==> src/rtl/core/laqg_pkg.sv <==
// Shared types and constants for the load adaptive quality governor.
package laqg_pkg;

	// Action codes reported with each result item.
	typedef enum logic [2:0] {
		ACT_NONE      = 3'd0,
		ACT_PROF_DOWN = 3'd1,
		ACT_PROF_UP   = 3'd2,
		ACT_Q_DOWN    = 3'd3,
		ACT_Q_UP      = 3'd4
	} action_t;

	// Profile codes; code 3 means an unknown profile.
	localparam logic [1:0] PROF_240 = 2'd0;
	localparam logic [1:0] PROF_480 = 2'd1;
	localparam logic [1:0] PROF_720 = 2'd2;

	// Configuration register indexes.
	localparam logic [2:0] REG_CPU_HIGH  = 3'd0;
	localparam logic [2:0] REG_CPU_LOW   = 3'd1;
	localparam logic [2:0] REG_BL_HIGH   = 3'd2;
	localparam logic [2:0] REG_BL_LOW    = 3'd3;
	localparam logic [2:0] REG_GUARD     = 3'd4;
	localparam logic [2:0] REG_Q_MIN     = 3'd5;
	localparam logic [2:0] REG_Q_MAX     = 3'd6;
	localparam logic [2:0] REG_Q_STEP    = 3'd7;

	// Register reset values.
	localparam logic [6:0]  RST_CPU_HIGH = 7'd85;
	localparam logic [6:0]  RST_CPU_LOW  = 7'd55;
	localparam logic [7:0]  RST_BL_HIGH  = 8'd3;
	localparam logic [7:0]  RST_BL_LOW   = 8'd2;
	localparam logic [31:0] RST_GUARD    = 32'd10000000;
	localparam logic [6:0]  RST_Q_MIN    = 7'd50;
	localparam logic [6:0]  RST_Q_MAX    = 7'd90;
	localparam logic [6:0]  RST_Q_STEP   = 7'd5;

	// Configuration register set.
	typedef struct packed {
		logic [6:0]  cpu_high_pct;
		logic [6:0]  cpu_low_pct;
		logic [7:0]  backlog_high;
		logic [7:0]  backlog_low;
		logic [31:0] guard_time_us;
		logic [6:0]  quality_min;
		logic [6:0]  quality_max;
		logic [6:0]  quality_step;
	} cfg_t;

	// Outcome of one evaluation, including the shift time updates.
	typedef struct packed {
		logic [1:0] profile;
		logic [6:0] quality;
		logic       profile_changed;
		logic       quality_changed;
		action_t    action;
		logic       set_down_time;
		logic       set_up_time;
	} decision_t;

endpackage

==> src/rtl/core/laqg_decide.sv <==
// Decision logic for one evaluation item: load classification and shift choice.
module laqg_decide
	import laqg_pkg::*;
(
	input  cfg_t        cfg,
	input  logic [7:0]  cpu_load,
	input  logic [31:0] frames_accepted,
	input  logic [31:0] frames_served,
	input  logic [63:0] time_now_us,
	input  logic [1:0]  current_profile,
	input  logic [6:0]  current_quality,
	input  logic [63:0] last_down_time,
	input  logic [63:0] last_up_time,
	output decision_t   dec
);

	logic        backlog_pos;
	logic [31:0] backlog;
	logic        load_high;
	logic        load_low;
	logic [63:0] since_down;
	logic [63:0] since_up;
	logic        guard_ok;
	logic signed [8:0] q_down;
	logic signed [8:0] q_up;
	logic signed [8:0] q_raw;
	logic signed [8:0] q_min_s;
	logic signed [8:0] q_max_s;
	logic [6:0]  q_clamped;

	// Backlog, floored at zero, and load classification.
	assign backlog_pos = frames_accepted > frames_served;
	assign backlog     = backlog_pos ? (frames_accepted - frames_served) : 32'd0;
	assign load_high   = (cpu_load > {1'b0, cfg.cpu_high_pct}) ||
		(backlog > {24'd0, cfg.backlog_high});
	assign load_low    = (cpu_load < {1'b0, cfg.cpu_low_pct}) &&
		(backlog < {24'd0, cfg.backlog_low});

	// Elapsed time since each shift wraps modulo 2^64.
	assign since_down = time_now_us - last_down_time;
	assign since_up   = time_now_us - last_up_time;
	assign guard_ok   = (since_down > {32'd0, cfg.guard_time_us}) &&
		(since_up > {32'd0, cfg.guard_time_us});

	// Quality step taken as a signed value, then clamped to the limits.
	assign q_down  = $signed({2'b00, current_quality}) - $signed({2'b00, cfg.quality_step});
	assign q_up    = $signed({2'b00, current_quality}) + $signed({2'b00, cfg.quality_step});
	assign q_raw   = load_high ? q_down : q_up;
	assign q_min_s = $signed({2'b00, cfg.quality_min});
	assign q_max_s = $signed({2'b00, cfg.quality_max});

	always_comb begin
		if (q_raw < q_min_s) begin
			q_clamped = cfg.quality_min;
		end else if (q_raw > q_max_s) begin
			q_clamped = cfg.quality_max;
		end else begin
			q_clamped = q_raw[6:0];
		end
	end

	// Choose the action: a profile rung if one is available, else a quality step.
	always_comb begin
		dec.profile       = current_profile;
		dec.quality       = current_quality;
		dec.action        = ACT_NONE;
		dec.set_down_time = 1'b0;
		dec.set_up_time   = 1'b0;
		if (load_high) begin
			case (current_profile)
				PROF_720: begin
					dec.profile       = PROF_480;
					dec.action        = ACT_PROF_DOWN;
					dec.set_down_time = 1'b1;
				end
				PROF_480: begin
					dec.profile       = PROF_240;
					dec.action        = ACT_PROF_DOWN;
					dec.set_down_time = 1'b1;
				end
				default: begin
					dec.quality = q_clamped;
					dec.action  = ACT_Q_DOWN;
				end
			endcase
		end else if (load_low && guard_ok) begin
			case (current_profile)
				PROF_240: begin
					dec.profile     = PROF_480;
					dec.action      = ACT_PROF_UP;
					dec.set_up_time = 1'b1;
				end
				PROF_480: begin
					dec.profile     = PROF_720;
					dec.action      = ACT_PROF_UP;
					dec.set_up_time = 1'b1;
				end
				default: begin
					dec.quality = q_clamped;
					dec.action  = ACT_Q_UP;
				end
			endcase
		end
		dec.profile_changed = dec.profile != current_profile;
		dec.quality_changed = dec.quality != current_quality;
	end

endmodule

==> src/rtl/core/load_adaptive_quality_governor.sv <==
// Top level of the load adaptive quality governor: registers, pipeline and handshakes.
// An accepted input item is held in the input register and then in the result register.
// Throughput: one item per cycle while out_stall is low; the decision is one pass of logic
// between the two registers, and the shift times update as the item passes.
// Reset clears the pipeline valids and both shift times and loads the register defaults.
module load_adaptive_quality_governor
	import laqg_pkg::*;
(
	input  logic        clk,
	input  logic        arst_n,
	// Configuration write port
	input  logic        cfg_we,
	input  logic [2:0]  cfg_index,
	input  logic [31:0] cfg_wdata,
	// Input channel
	input  logic        in_valid,
	output logic        in_stall,
	input  logic [7:0]  cpu_load,
	input  logic [31:0] frames_accepted,
	input  logic [31:0] frames_served,
	input  logic [63:0] time_now_us,
	input  logic [1:0]  current_profile,
	input  logic [6:0]  current_quality,
	// Output channel
	output logic        out_valid,
	input  logic        out_stall,
	output logic [1:0]  new_profile,
	output logic [6:0]  new_quality,
	output logic        profile_changed,
	output logic        quality_changed,
	output logic [2:0]  action_taken
);

	cfg_t        cfg_q;
	logic [63:0] last_down_q;
	logic [63:0] last_up_q;

	logic        valid_s1;
	logic [7:0]  load_s1;
	logic [31:0] acc_s1;
	logic [31:0] srv_s1;
	logic [63:0] time_s1;
	logic [1:0]  prof_s1;
	logic [6:0]  qual_s1;

	logic        valid_s2;
	decision_t   res_s2;

	decision_t   dec;
	logic        advance;
	logic        in_take;
	logic        move;

	// Pipeline control: the result register frees up when it is empty or taken.
	assign advance  = !valid_s2 || !out_stall;
	assign in_stall = valid_s1 && !advance;
	assign in_take  = in_valid && !in_stall;
	assign move     = valid_s1 && advance;

	// Configuration registers.
	always_ff @(posedge clk or negedge arst_n) begin
		if (!arst_n) begin
			cfg_q.cpu_high_pct  <= RST_CPU_HIGH;
			cfg_q.cpu_low_pct   <= RST_CPU_LOW;
			cfg_q.backlog_high  <= RST_BL_HIGH;
			cfg_q.backlog_low   <= RST_BL_LOW;
			cfg_q.guard_time_us <= RST_GUARD;
			cfg_q.quality_min   <= RST_Q_MIN;
			cfg_q.quality_max   <= RST_Q_MAX;
			cfg_q.quality_step  <= RST_Q_STEP;
		end else if (cfg_we) begin
			unique case (cfg_index)
				REG_CPU_HIGH: cfg_q.cpu_high_pct  <= cfg_wdata[6:0];
				REG_CPU_LOW:  cfg_q.cpu_low_pct   <= cfg_wdata[6:0];
				REG_BL_HIGH:  cfg_q.backlog_high  <= cfg_wdata[7:0];
				REG_BL_LOW:   cfg_q.backlog_low   <= cfg_wdata[7:0];
				REG_GUARD:    cfg_q.guard_time_us <= cfg_wdata;
				REG_Q_MIN:    cfg_q.quality_min   <= cfg_wdata[6:0];
				REG_Q_MAX:    cfg_q.quality_max   <= cfg_wdata[6:0];
				REG_Q_STEP:   cfg_q.quality_step  <= cfg_wdata[6:0];
				default: ;
			endcase
		end
	end

	// Input register valid.
	always_ff @(posedge clk or negedge arst_n) begin
		if (!arst_n) begin
			valid_s1 <= 1'b0;
		end else if (advance || !valid_s1) begin
			valid_s1 <= in_valid;
		end
	end

	// Input register payload.
	always_ff @(posedge clk) begin
		if (in_take) begin
			load_s1 <= cpu_load;
			acc_s1  <= frames_accepted;
			srv_s1  <= frames_served;
			time_s1 <= time_now_us;
			prof_s1 <= current_profile;
			qual_s1 <= current_quality;
		end
	end

	laqg_decide u_decide (
		.cfg             (cfg_q),
		.cpu_load        (load_s1),
		.frames_accepted (acc_s1),
		.frames_served   (srv_s1),
		.time_now_us     (time_s1),
		.current_profile (prof_s1),
		.current_quality (qual_s1),
		.last_down_time  (last_down_q),
		.last_up_time    (last_up_q),
		.dec             (dec)
	);

	// Shift times update as the item passes into the result register.
	always_ff @(posedge clk or negedge arst_n) begin
		if (!arst_n) begin
			last_down_q <= '0;
			last_up_q   <= '0;
		end else if (move) begin
			if (dec.set_down_time) begin
				last_down_q <= time_s1;
			end
			if (dec.set_up_time) begin
				last_up_q <= time_s1;
			end
		end
	end

	// Result register valid.
	always_ff @(posedge clk or negedge arst_n) begin
		if (!arst_n) begin
			valid_s2 <= 1'b0;
		end else if (advance) begin
			valid_s2 <= valid_s1;
		end
	end

	// Result register payload.
	always_ff @(posedge clk) begin
		if (move) begin
			res_s2 <= dec;
		end
	end

	assign out_valid       = valid_s2;
	assign new_profile     = res_s2.profile;
	assign new_quality     = res_s2.quality;
	assign profile_changed = res_s2.profile_changed;
	assign quality_changed = res_s2.quality_changed;
	assign action_taken    = res_s2.action;

	// A profile change is reported exactly when a profile action was taken.
	assert property (@(posedge clk) disable iff (!arst_n)
		valid_s2 |-> (res_s2.profile_changed ==
			(res_s2.action == ACT_PROF_DOWN || res_s2.action == ACT_PROF_UP)))
		else $error("profile_changed disagrees with action");

	// Without a quality action the quality passes through unchanged.
	assert property (@(posedge clk) disable iff (!arst_n)
		(valid_s2 && res_s2.action != ACT_Q_DOWN && res_s2.action != ACT_Q_UP)
			|-> !res_s2.quality_changed)
		else $error("quality changed without a quality action");

	// A downshift records the item's time.
	assert property (@(posedge clk) disable iff (!arst_n)
		(move && dec.action == ACT_PROF_DOWN) |=> (last_down_q == $past(time_s1)))
		else $error("downshift time not recorded");

	// An upshift records the item's time and leaves the downshift time alone.
	assert property (@(posedge clk) disable iff (!arst_n)
		(move && dec.action == ACT_PROF_UP) |=>
			(last_up_q == $past(time_s1) && $stable(last_down_q)))
		else $error("upshift time update wrong");

	// The input side only stalls while the input register holds an item.
	assert property (@(posedge clk) disable iff (!arst_n)
		!valid_s1 |-> !in_stall)
		else $error("stall with empty input register");

endmodule

==> config.mk <==
export PLATFORM = sky130hd
export DESIGN_NAME = load_adaptive_quality_governor
export DESIGN_NICKNAME = d
export VERILOG_FILES = /design/src/rtl/core/laqg_pkg.sv /design/src/rtl/core/laqg_decide.sv /design/src/rtl/core/load_adaptive_quality_governor.sv
export SDC_FILE = /design/constraint.sdc
export NUM_CORES = 1
export LEC_CHECK = 0
export ABC_CLOCK_PERIOD_IN_PS = 7600
export BUFFER_PORTS_ARGS = -buffer_cell sky130_fd_sc_hd__clkbuf_2
export CORE_MARGIN = 2
export CORE_UTILIZATION = 40
export DETAILED_ROUTE_END_ITERATION = 8
export PLACE_DENSITY_LB_ADDON = 0.2
export SETUP_SLACK_MARGIN = 0.02
export SYNTH_ARGS = -nofsm -noshare
export SYNTH_HDL_FRONTEND = slang
export SYNTH_SLANG_ARGS = --single-unit
==> constraint.sdc <==
create_clock -name clk -period 7.6 [get_ports clk]
set_input_delay 1.52 -clock clk [delete_from_list [all_inputs] [get_ports clk]]
set_output_delay 1.52 -clock clk [all_outputs]
set_load 0.005 [all_outputs]
## Word level (Yosys, flattened, before mapping)

Index checks and enable logic that the tools add are counted.

- Register bits: 372
- Input bits: 185
- Output and inout bits: 16
- Word-level logic and storage cells: 95

- $add $sub $neg: 5
- Magnitude comparators: 9
- Equal/unequal tests: 11
- Multiplexer cells: 19
- Reductions and logical operators: 28

Operators with widths:

| kind | number |
|---|---|
| $gt 64x32->1 | 2 |
| $sub 64x64->64 | 2 |
| $gt 32x32->1 | 1 |
| $gt 32x8->1 | 1 |
| $lt 32x8->1 | 1 |
| $mux 32 | 1 |
| $sub 32x32->32 | 1 |
| $mux 7 | 4 |
| $mux 9 | 3 |
| $reduce_and 2->1 | 10 |
| $eq 3x3->1 const B | 4 |
| $gt 9x8->1 | 1 |
| $lt 9x8->1 | 1 |
| $mux 3 | 3 |
| $add 7x7->8 | 1 |
| $gt 8x7->1 | 1 |
| $lt 8x7->1 | 1 |
| $pmux 2 s2 | 2 |
| $sub 7x7->8 | 1 |
| $ne 7x7->1 | 1 |
| $eq 3x2->1 const B | 2 |
| $logic_and 1x1->1 | 6 |
| $logic_not 1->1 | 5 |
| $mux 1 | 5 |
| other kinds (9) | 12 |

## Logic depth before layout (Yosys ltp)

Gate-level depths: netlist of run 1.

- Word-level depth: 12
- Gate-level depth with buffers: 41
- Depth with buffers taken out: 38

## Cells and area by module

Synthesis of run 1 repeated with hierarchy kept, for this count alone.

- Cells, all modules: 2858
- Area total of the unflattened synthesis: 27635.3 um^2

By module, submodules not included:

| module | instances | cells each | area each (um^2) | seq. area each (um^2) |
|---|---|---|---|---|
| laqg_decide | 1 | 2237 | 14838.0 | 0.0 |
| load_adaptive_quality_governor | 1 | 621 | 12797.3 | 10141.0 |

## Worst setup path before layout of run 1

Ideal clock, no wire load.

- Path type: register -> register
- From: register acc_s1[0]
- To: register res_s2 (netlist bit quality_changed), data pin
- Setup time: 0.270 ns
- Arrival time: 7.608 ns
- Data required time: 7.330 ns
- Slack: -0.277 ns
- Cell stages (with the launch flop): 41
- Path buffers: 3
- Clock period less this slack: 7.877 ns
- Path through: edfxtp_1 inv_1 ha_1 inv_1 fa_1 a211oi_2 o211ai_2 a211o_1 and3_1 o21ai_1 nor2_1 ha_1 a21o_1 a21o_1 a21o_1 a211oi_1 nor4b_1 a211oi_1 [5 not listed] buf_2 nand2_1 nand2_1 ha_1 nor2b_1 o21a_1 o21a_1 o21a_1 o21a_1 o21ai_0 a21o_1 clkbuf_1 o21ai_0 a211oi_1 xnor2_1 a2111oi_0 nor4bb_1 o32ai_1

RTL lines:

| what | RTL line | text |
|---|---|---|
| start, declared | load_adaptive_quality_governor.sv:40 | `logic [31:0] acc_s1;` |
| start signal, assigned | load_adaptive_quality_governor.sv:99 | `acc_s1 <= frames_accepted;` |
| end signal, assigned | load_adaptive_quality_governor.sv:147 | `res_s2 <= dec;` |
| end, declared | load_adaptive_quality_governor.sv:47 | `decision_t res_s2;` |

==> results of run 1 <==
[metrics by stage]
| stage | instance area [um2] | hold slack (ns) |
|---|---|---|
| after floorplan | 28000 | 0.449 |
| after global placement | 30500 | 0.461 |
| after detailed placement | 30500 | 0.483 |
| after CTS | 31900 | 0.489 |
| after global routing | 32200 | 0.524 |
| final | 32200 | 0.488 |
[final cells by class]
class,count,area [um2]
fillers,6771,36800
repair buffers,333,2080
flip-flops and latches,372,10100
clock inverters,18,180
inverters,302,1130
clock buffers,62,1230
multi-input cells,2242,16200
diodes,3,7.51
well taps,931,1160
[critical path, delay by kind of cell (launching register included)]
| family | cells | cell delay [ns] |
|---|---|---|
| AOI/OAI and AO/OA | 20 | 3.73 |
| and+or+nand+nor | 8 | 1.45 |
| adders and majority gates | 4 | 1.11 |
| buffers and inverters | 4 | 0.52 |
| DFF | 1 | 0.38 |
| xor gates and xnor gates | 1 | 0.14 |
[repair_timing]
item / 4_1_cts / 5_1_grt
buffers inserted: 2 / 11
endpoints found under the setup margin: 2 / 8
resized for setup: 10 / 34
pin swaps: 10 / 24
gates cloned: 0 / 0
[flip-flops by register name, summed over array words and instances (netlist names), 7 cells and up]
register and cells:
load_s1 8, qual_s1 7, srv_s1 32, time_s1 64, last_down_q 64, new_quality 7
last_up_q 64, cfg_q 83, acc_s1 32
[cell families after synthesis]
kind of cell               Yosys count
DFF                                372
buffers and inverters              416
adders and majority gates          285
muxes                              118
xor gates and xnor gates           118
and+or+nand+nor                    806
AOI/OAI and AO/OA                  915
[layer usage]
metal	wire length, um	up-vias	share of wire, %	GRT usage, %
met4	1980	0	2.4	5.90
met1	38800	11442	48	31.6
li1	-	11551	-	-
met3	4000	106	4.9	2.58
met2	36100	652	45	35.4
met5	0	-	0	0
[path summary, 6_finish.rpt]
path                              endpoint  slack [ns]
max                        quality_changed      -0.005
min                              out_valid        0.49
max reg2reg                quality_changed      -0.005
min reg2reg                      out_valid        0.49
max in group asynchronous  last_down_q[41]        5.25
min in group asynchronous        out_valid        0.96
[power breakdown]
part | internal, mW | switching, mW | total, mW | leakage, nW
clock | 1.20 | 0.869 | 2.07 | 0.692
sequential | 2.54 | 0.208 | 2.75 | 4.16
combinational | 2.37 | 3.38 | 5.74 | 9.09
total | 6.11 | 4.45 | 10.6 | 13.9
[synthesized netlist by cell type (all sizes together), types with 16 or more instances]
| library cell | number | area (um2) |
|---|---|---|
| dfrtp | 184 | 4600 |
| mux2 | 108 | 1440 |
| nor4 | 30 | 206 |
| o21bai | 34 | 259 |
| nand3 | 49 | 258 |
| o2111ai | 16 | 140 |
| a21o | 80 | 603 |
| a31oi | 31 | 194 |
| nor2b | 25 | 156 |
| dfstp | 29 | 762 |
| or3 | 21 | 133 |
| o211ai | 31 | 238 |
| a21oi | 227 | 1160 |
| buf | 40 | 349 |
| clkbuf | 72 | 312 |
| o21ai | 266 | 1340 |
| nand4 | 75 | 475 |
| inv | 302 | 1130 |
| ha | 279 | 3490 |
| nand2 | 305 | 1150 |
| xnor2 | 64 | 561 |
| xor2 | 54 | 473 |
| nor3 | 49 | 260 |
| and3 | 17 | 108 |
| a211oi | 38 | 295 |
| nor2 | 156 | 588 |
| o21a | 45 | 338 |
| nand2b | 24 | 150 |
| edfxtp | 159 | 4770 |
[cell usage in the layout, fill, tap and decap left out, drive strengths merged, types with 10 or more instances in the layout]
cell     synthesis  routed
inv            302     304
a31oi           31      31
clkinv           0      13
o21bai          34      34
clkbuf          72     262
nor3            49      49
o21ai          266     266
xor2            54      54
and3            17      17
a21oi          227     227
mux2i           10      10
dfrtp          184     184
o2111ai         16      16
o211ai          31      31
nand2b          24      24
ha             279     279
nand2          305     305
a21o            80      80
a2111oi         13      13
o221ai          10      10
buf             40     133
a211o           12      12
mux2           108     108
and2            15      15
nand4           75      75
dfstp           29      29
nor4            30      30
xnor2           64      64
a21boi          12      12
nand3           49      49
a211oi          38      38
or3             21      21
or2             12      12
nor2           156     156
o31ai           15      15
o22ai           11      11
edfxtp         159     159
o21a            45      45
nor2b           25      25
==> results.ini, run 1 <==
[worst_setup_path]
critPathMaxFanout = 6
crit_slowest_cell = edfxtp_1
cp-startpoint = acc_s1[0]
path_class = reg2reg
required_ns = 7.91
rr_worst_depth = 37
crit_path_end_kind = flop
max_stage_delay_ns = 0.38
r2r_start = acc_s1[0]
cp.arrival_ns = 7.91
cp-start-kind = flop
path_common_cell = o21a_1

[route]
totalWireLength_um = 80900
first_iter_violations = 1751
vias_per_cell = 5.57
first_pass_iters = 5
num_vias = 23751
drc_errors = 0
ant_nets = 0
wire_per_inst_um = 19.0

[sta]
final.min_clock_period_ns = 7.61
grt_setup_unrepaired = yes
setup-tns-final_ns = -0.00516
worstMarginPinSlew_ns = 1.15
final-hold-violation-count = 0
finalWorstSetupSlack_ns = -0.00516
fin_crit_sh_pct = 100
report.final.slew_viol_count = 0
setup_viol_count_final = 1
skew_ns = 0.0340
max_freq_mhz = 131
slew_headroom_pct = 22.6

[finish]
final_util_pct = 46.6
layout.cells.non_filler = 4263
fin_nets = 3763
drive_gt1_share_pct = 18.8
syn_to_final_growth_pct = 14.9

[place]
port_buffers = 200
place_hpwl_um = 63400
pre_cts_slack_ns = -0.304
placedCellCount = 4168
gp_congestion = 0.953

[cts]
clk_pin_slew_ns = 0.06
htreeDepth = 2
cts_buffer_depth = 3
clock_latency_ns = 0.60
cts_root_buffer = clkbuf_16
cts-hold-fix-buffers = 0
clock_sinks = 372
cts_made_buffers = 43
cts_tree = built

[hold_path]
worstHoldPathCells = 1
hp-class = reg2reg
hold_start = valid_s1

[synthesis]
syn_nets = 3499
synth_cell_types = 113
synth_compound_area_share_pct = 21.2
synth_edf_count = 159
synthAdderAreaFrac_pct = 12.9
synthXorXnorAreaFrac_pct = 3.69
yosysSeqAreaShare_pct = 36.2
yosys_most_used_dff = dfrtp_1
ys_seq_elements = 372
synth_simple_gate_area_share_pct = 14.0
synth_area_um2 = 28000
syn_inst = 3030
synth_top_family_by_area = compound AO/OA/AOI/OAI gates
async_reset_ff_share_pct = 57.3
synthMuxAreaShare_pct = 5.51
syn_area_per_cell_um2 = 9.23
yosys_warnings = 0

[global_route]
gr-total-overflow = 0
grt_pass1_wl_um = 127000
antenna_found_initial = 2
grt_pass1_vias = 23119
grt_usage_pct = 22.1
grt_max_degree = 123

[power]
irDropWorstVdd_uv = 184
p_per_area_nw_per_um2 = 328
p_leak_nw = 13.9
power_mw = 10.6

[floorplan]
start_util_pct = 40.6
die_h_um = 268
die_area_um2 = 72100
die_w_um = 268
core_um2 = 68900
fp-row-count = 96
io_pins = 201

[flow_run]
cap_violations = 0

[outcome]
failed_checks = setup timing
outcome = finished with violations

(Power assumes the default switching activity.)
==> inputs of run 2 (changes only) <==
--- a/config.mk
+++ b/config.mk
@@ -10,7 +10,7 @@
 export CORE_MARGIN = 2
 export CORE_UTILIZATION = 40
 export DETAILED_ROUTE_END_ITERATION = 8
-export PLACE_DENSITY_LB_ADDON = 0.2
+export PLACE_DENSITY = 0.56
 export SETUP_SLACK_MARGIN = 0.02
 export SYNTH_ARGS = -nofsm -noshare
 export SYNTH_HDL_FRONTEND = slang
==> run 2 against run 1 <==
  * The run now ends clean
  * Power increased by 2.7%
  * Sequential power about the same
  * Design area increased by 0.70%
  * Global-route usage increased by 0.31 points
  * Via count decreased by 0.59%
  * Sequential share of layout area decreased by 0.22 points
  * Sequential cell count unchanged
  * Count of clock-buffer cells in the layout increased by 6
  * Combinational power about the same
  * Largest power group unchanged
==> results.ini, run 2 (same netlist as run 1, synthesis figures left out) <==
[finish]
drive_gt1_share_pct = 19.1
fin_nets = 3760
final_cell_mix = 301 x inv_1, 301 x nand2_1, 276 x ha_1, 249 x o21ai_0, 219 x a21oi_1
n_antenna_cell = 0
syn_to_final_growth_pct = 15.8
largest_reg_flops = 83
final_util_pct = 47.0
largest_register = cfg_q
stdcell_area_um2 = 32400
fillers = 6754

[cts]
cts-hold-fix-buffers = 0
clk_pin_slew_ns = 0.06
cts_made_buffers = 46
htreeDepth = 2
cts_root_buffer = clkbuf_16
clock_sinks = 372
cts_buffer_depth = 3
clock_latency_ns = 0.61
cts_tree = built

[place]
gp_congestion = 0.932
dpl_cell_area_um2 = 30500
place_hpwl_um = 64100
pre_cts_slack_ns = -0.455
port_buffers = 200

[worst_setup_path]
crit_family = compound AO/OA/AOI/OAI gates
cp-startpoint = acc_s1[0]
crit_path_end_kind = flop
path_depth = 38
rr_worst_depth = 38
required_ns = 7.93
r2r_setup_slack_ns = 0.04
cp.arrival_ns = 7.89
max_stage_delay_ns = 0.39
path_common_cell = o21a_1
r2r_start = acc_s1[0]
worst_r2r_endpoint = quality_changed
crit_slowest_cell = a2111oi_2
crit_end = quality_changed
path_class = reg2reg
critPathMaxFanout = 6
cp-start-kind = flop
path_buf_inv = 5

[power]
irDropWorstVdd_uv = 183
power_mw = 10.8
swShare_pct = 41.7
intPower_mw = 6.33
p_per_area_nw_per_um2 = 335
p_leak_nw = 14.1
clkPwrFrac_pct = 21.7
p_comb_share_pct = 52.9
p_sw_mw = 4.52
power_frac_seq_pct = 25.4

[global_route]
grt_pass1_vias = 23160
grt_pass1_wl_um = 128000
grt_usage_pct = 22.4
grt_max_degree = 120
antenna_found_initial = 0
gr-total-overflow = 0

[sta]
final-hold-violation-count = 0
report.final.slew_viol_count = 0
worstMarginPinSlew_ns = 1.20
setup_viol_count_final = 0
max_freq_mhz = 132
finalWorstSetupSlack_ns = 0.0391
final.min_clock_period_ns = 7.56
slew_headroom_pct = 19.1
grt_setup_unrepaired = yes
fin_crit_sh_pct = 99.5
skew_ns = 0.0397

[route]
totalWireLength_um = 81400
first_iter_violations = 1912
vias_per_cell = 5.54
first_pass_iters = 7
wire_per_inst_um = 19.1
ant_nets = 0
num_vias = 23610
drc_errors = 0

[hold_path]
hp-class = reg2reg

[floorplan]
start_util_pct = 40.6
io_pins = 201
core_um2 = 68900
die_w_um = 268
die_area_um2 = 72100
fp-row-count = 96
die_h_um = 268

[flow_run]
cap_violations = 0

[outcome]
outcome = completed

run 2: cell types whose count changed in the layout (fill, tap and decap cells not counted), moves of 3 or more:
cell       change
clkbuf_1       -8
diode_2        -3
clkbuf_8       +9
buf_4          -8
clkbuf_16      +5
clkinv_4       +3
o21ai_0        +3
run 2: cell type report:
type / instances / area (um2) / share of cell area [%]
Tap cell: 931 / 1160 / 3.60
Timing Repair Buffer: 327 / 2050 / 6.34
Clock buffer: 68 / 1450 / 4.47
Inverter: 302 / 1130 / 3.50
Sequential cell: 372 / 10100 / 31.3
Clock inverter: 18 / 204 / 0.630
Multi-Input combinational cell: 2242 / 16200 / 50.1
run 2: repair_timing:
action | in CTS | in global routing
hold endpoints to repair | 0 | 0
buffers inserted | 2 | 3
gates cloned | 0 | 0
pin swaps | 15 | 6
setup endpoints to repair | 7 | 7
gates resized for setup | 24 | 24
run 2: worst min path at each step:
| stage | slack [ns] | from | to | cells past startpoint |
|---|---|---|---|---|
| after floorplan | 0.45 | valid_s1 | out_valid | 1 |
| after global placement | 0.46 | valid_s1 | out_valid | 1 |
| after detailed placement | 0.48 | valid_s1 | out_valid | 1 |
| after CTS | 0.48 | valid_s1 | out_valid | 1 |
| after global routing | 0.51 | valid_s1 | out_valid | 1 |
| final | 0.48 | valid_s1 | out_valid | 1 |
run 2: power by group through the flow:
stage	Combinational, mW	Sequential (mW)	Clock [mW]
after floorplan	4.05	2.71	0
after global placement	5.48	2.78	0
after detailed placement	5.53	2.79	0
after CTS	5.62	2.76	2.44
after global routing	6.36	2.80	2.51
final	5.74	2.75	2.36
run 2: through the flow:
stage | setup TNS, ns | std cells | hold slack, ns
floorplan | 0 | 3030 | 0.449
global route | -0.359 | 4260 | 0.511
finish | 0 | 4260 | 0.484
detailed placement | -0.560 | 4169 | 0.478
CTS | 0 | 4257 | 0.484
global placement | -0.299 | 4169 | 0.459
run 2: metal layers:
| layer | vias to the layer above | part of all wire, % | global-route usage (%) | wire length (um) |
|---|---|---|---|---|
| met1 | 11398 | 48 | 32.0 | 39200 |
| met2 | 571 | 45 | 36.0 | 36600 |
| met3 | 98 | 4.8 | 3.00 | 3890 |
| met5 | - | 0 | 0 | 0 |
| met4 | 0 | 2.1 | 5.36 | 1690 |
| li1 | 11543 | - | - | - |
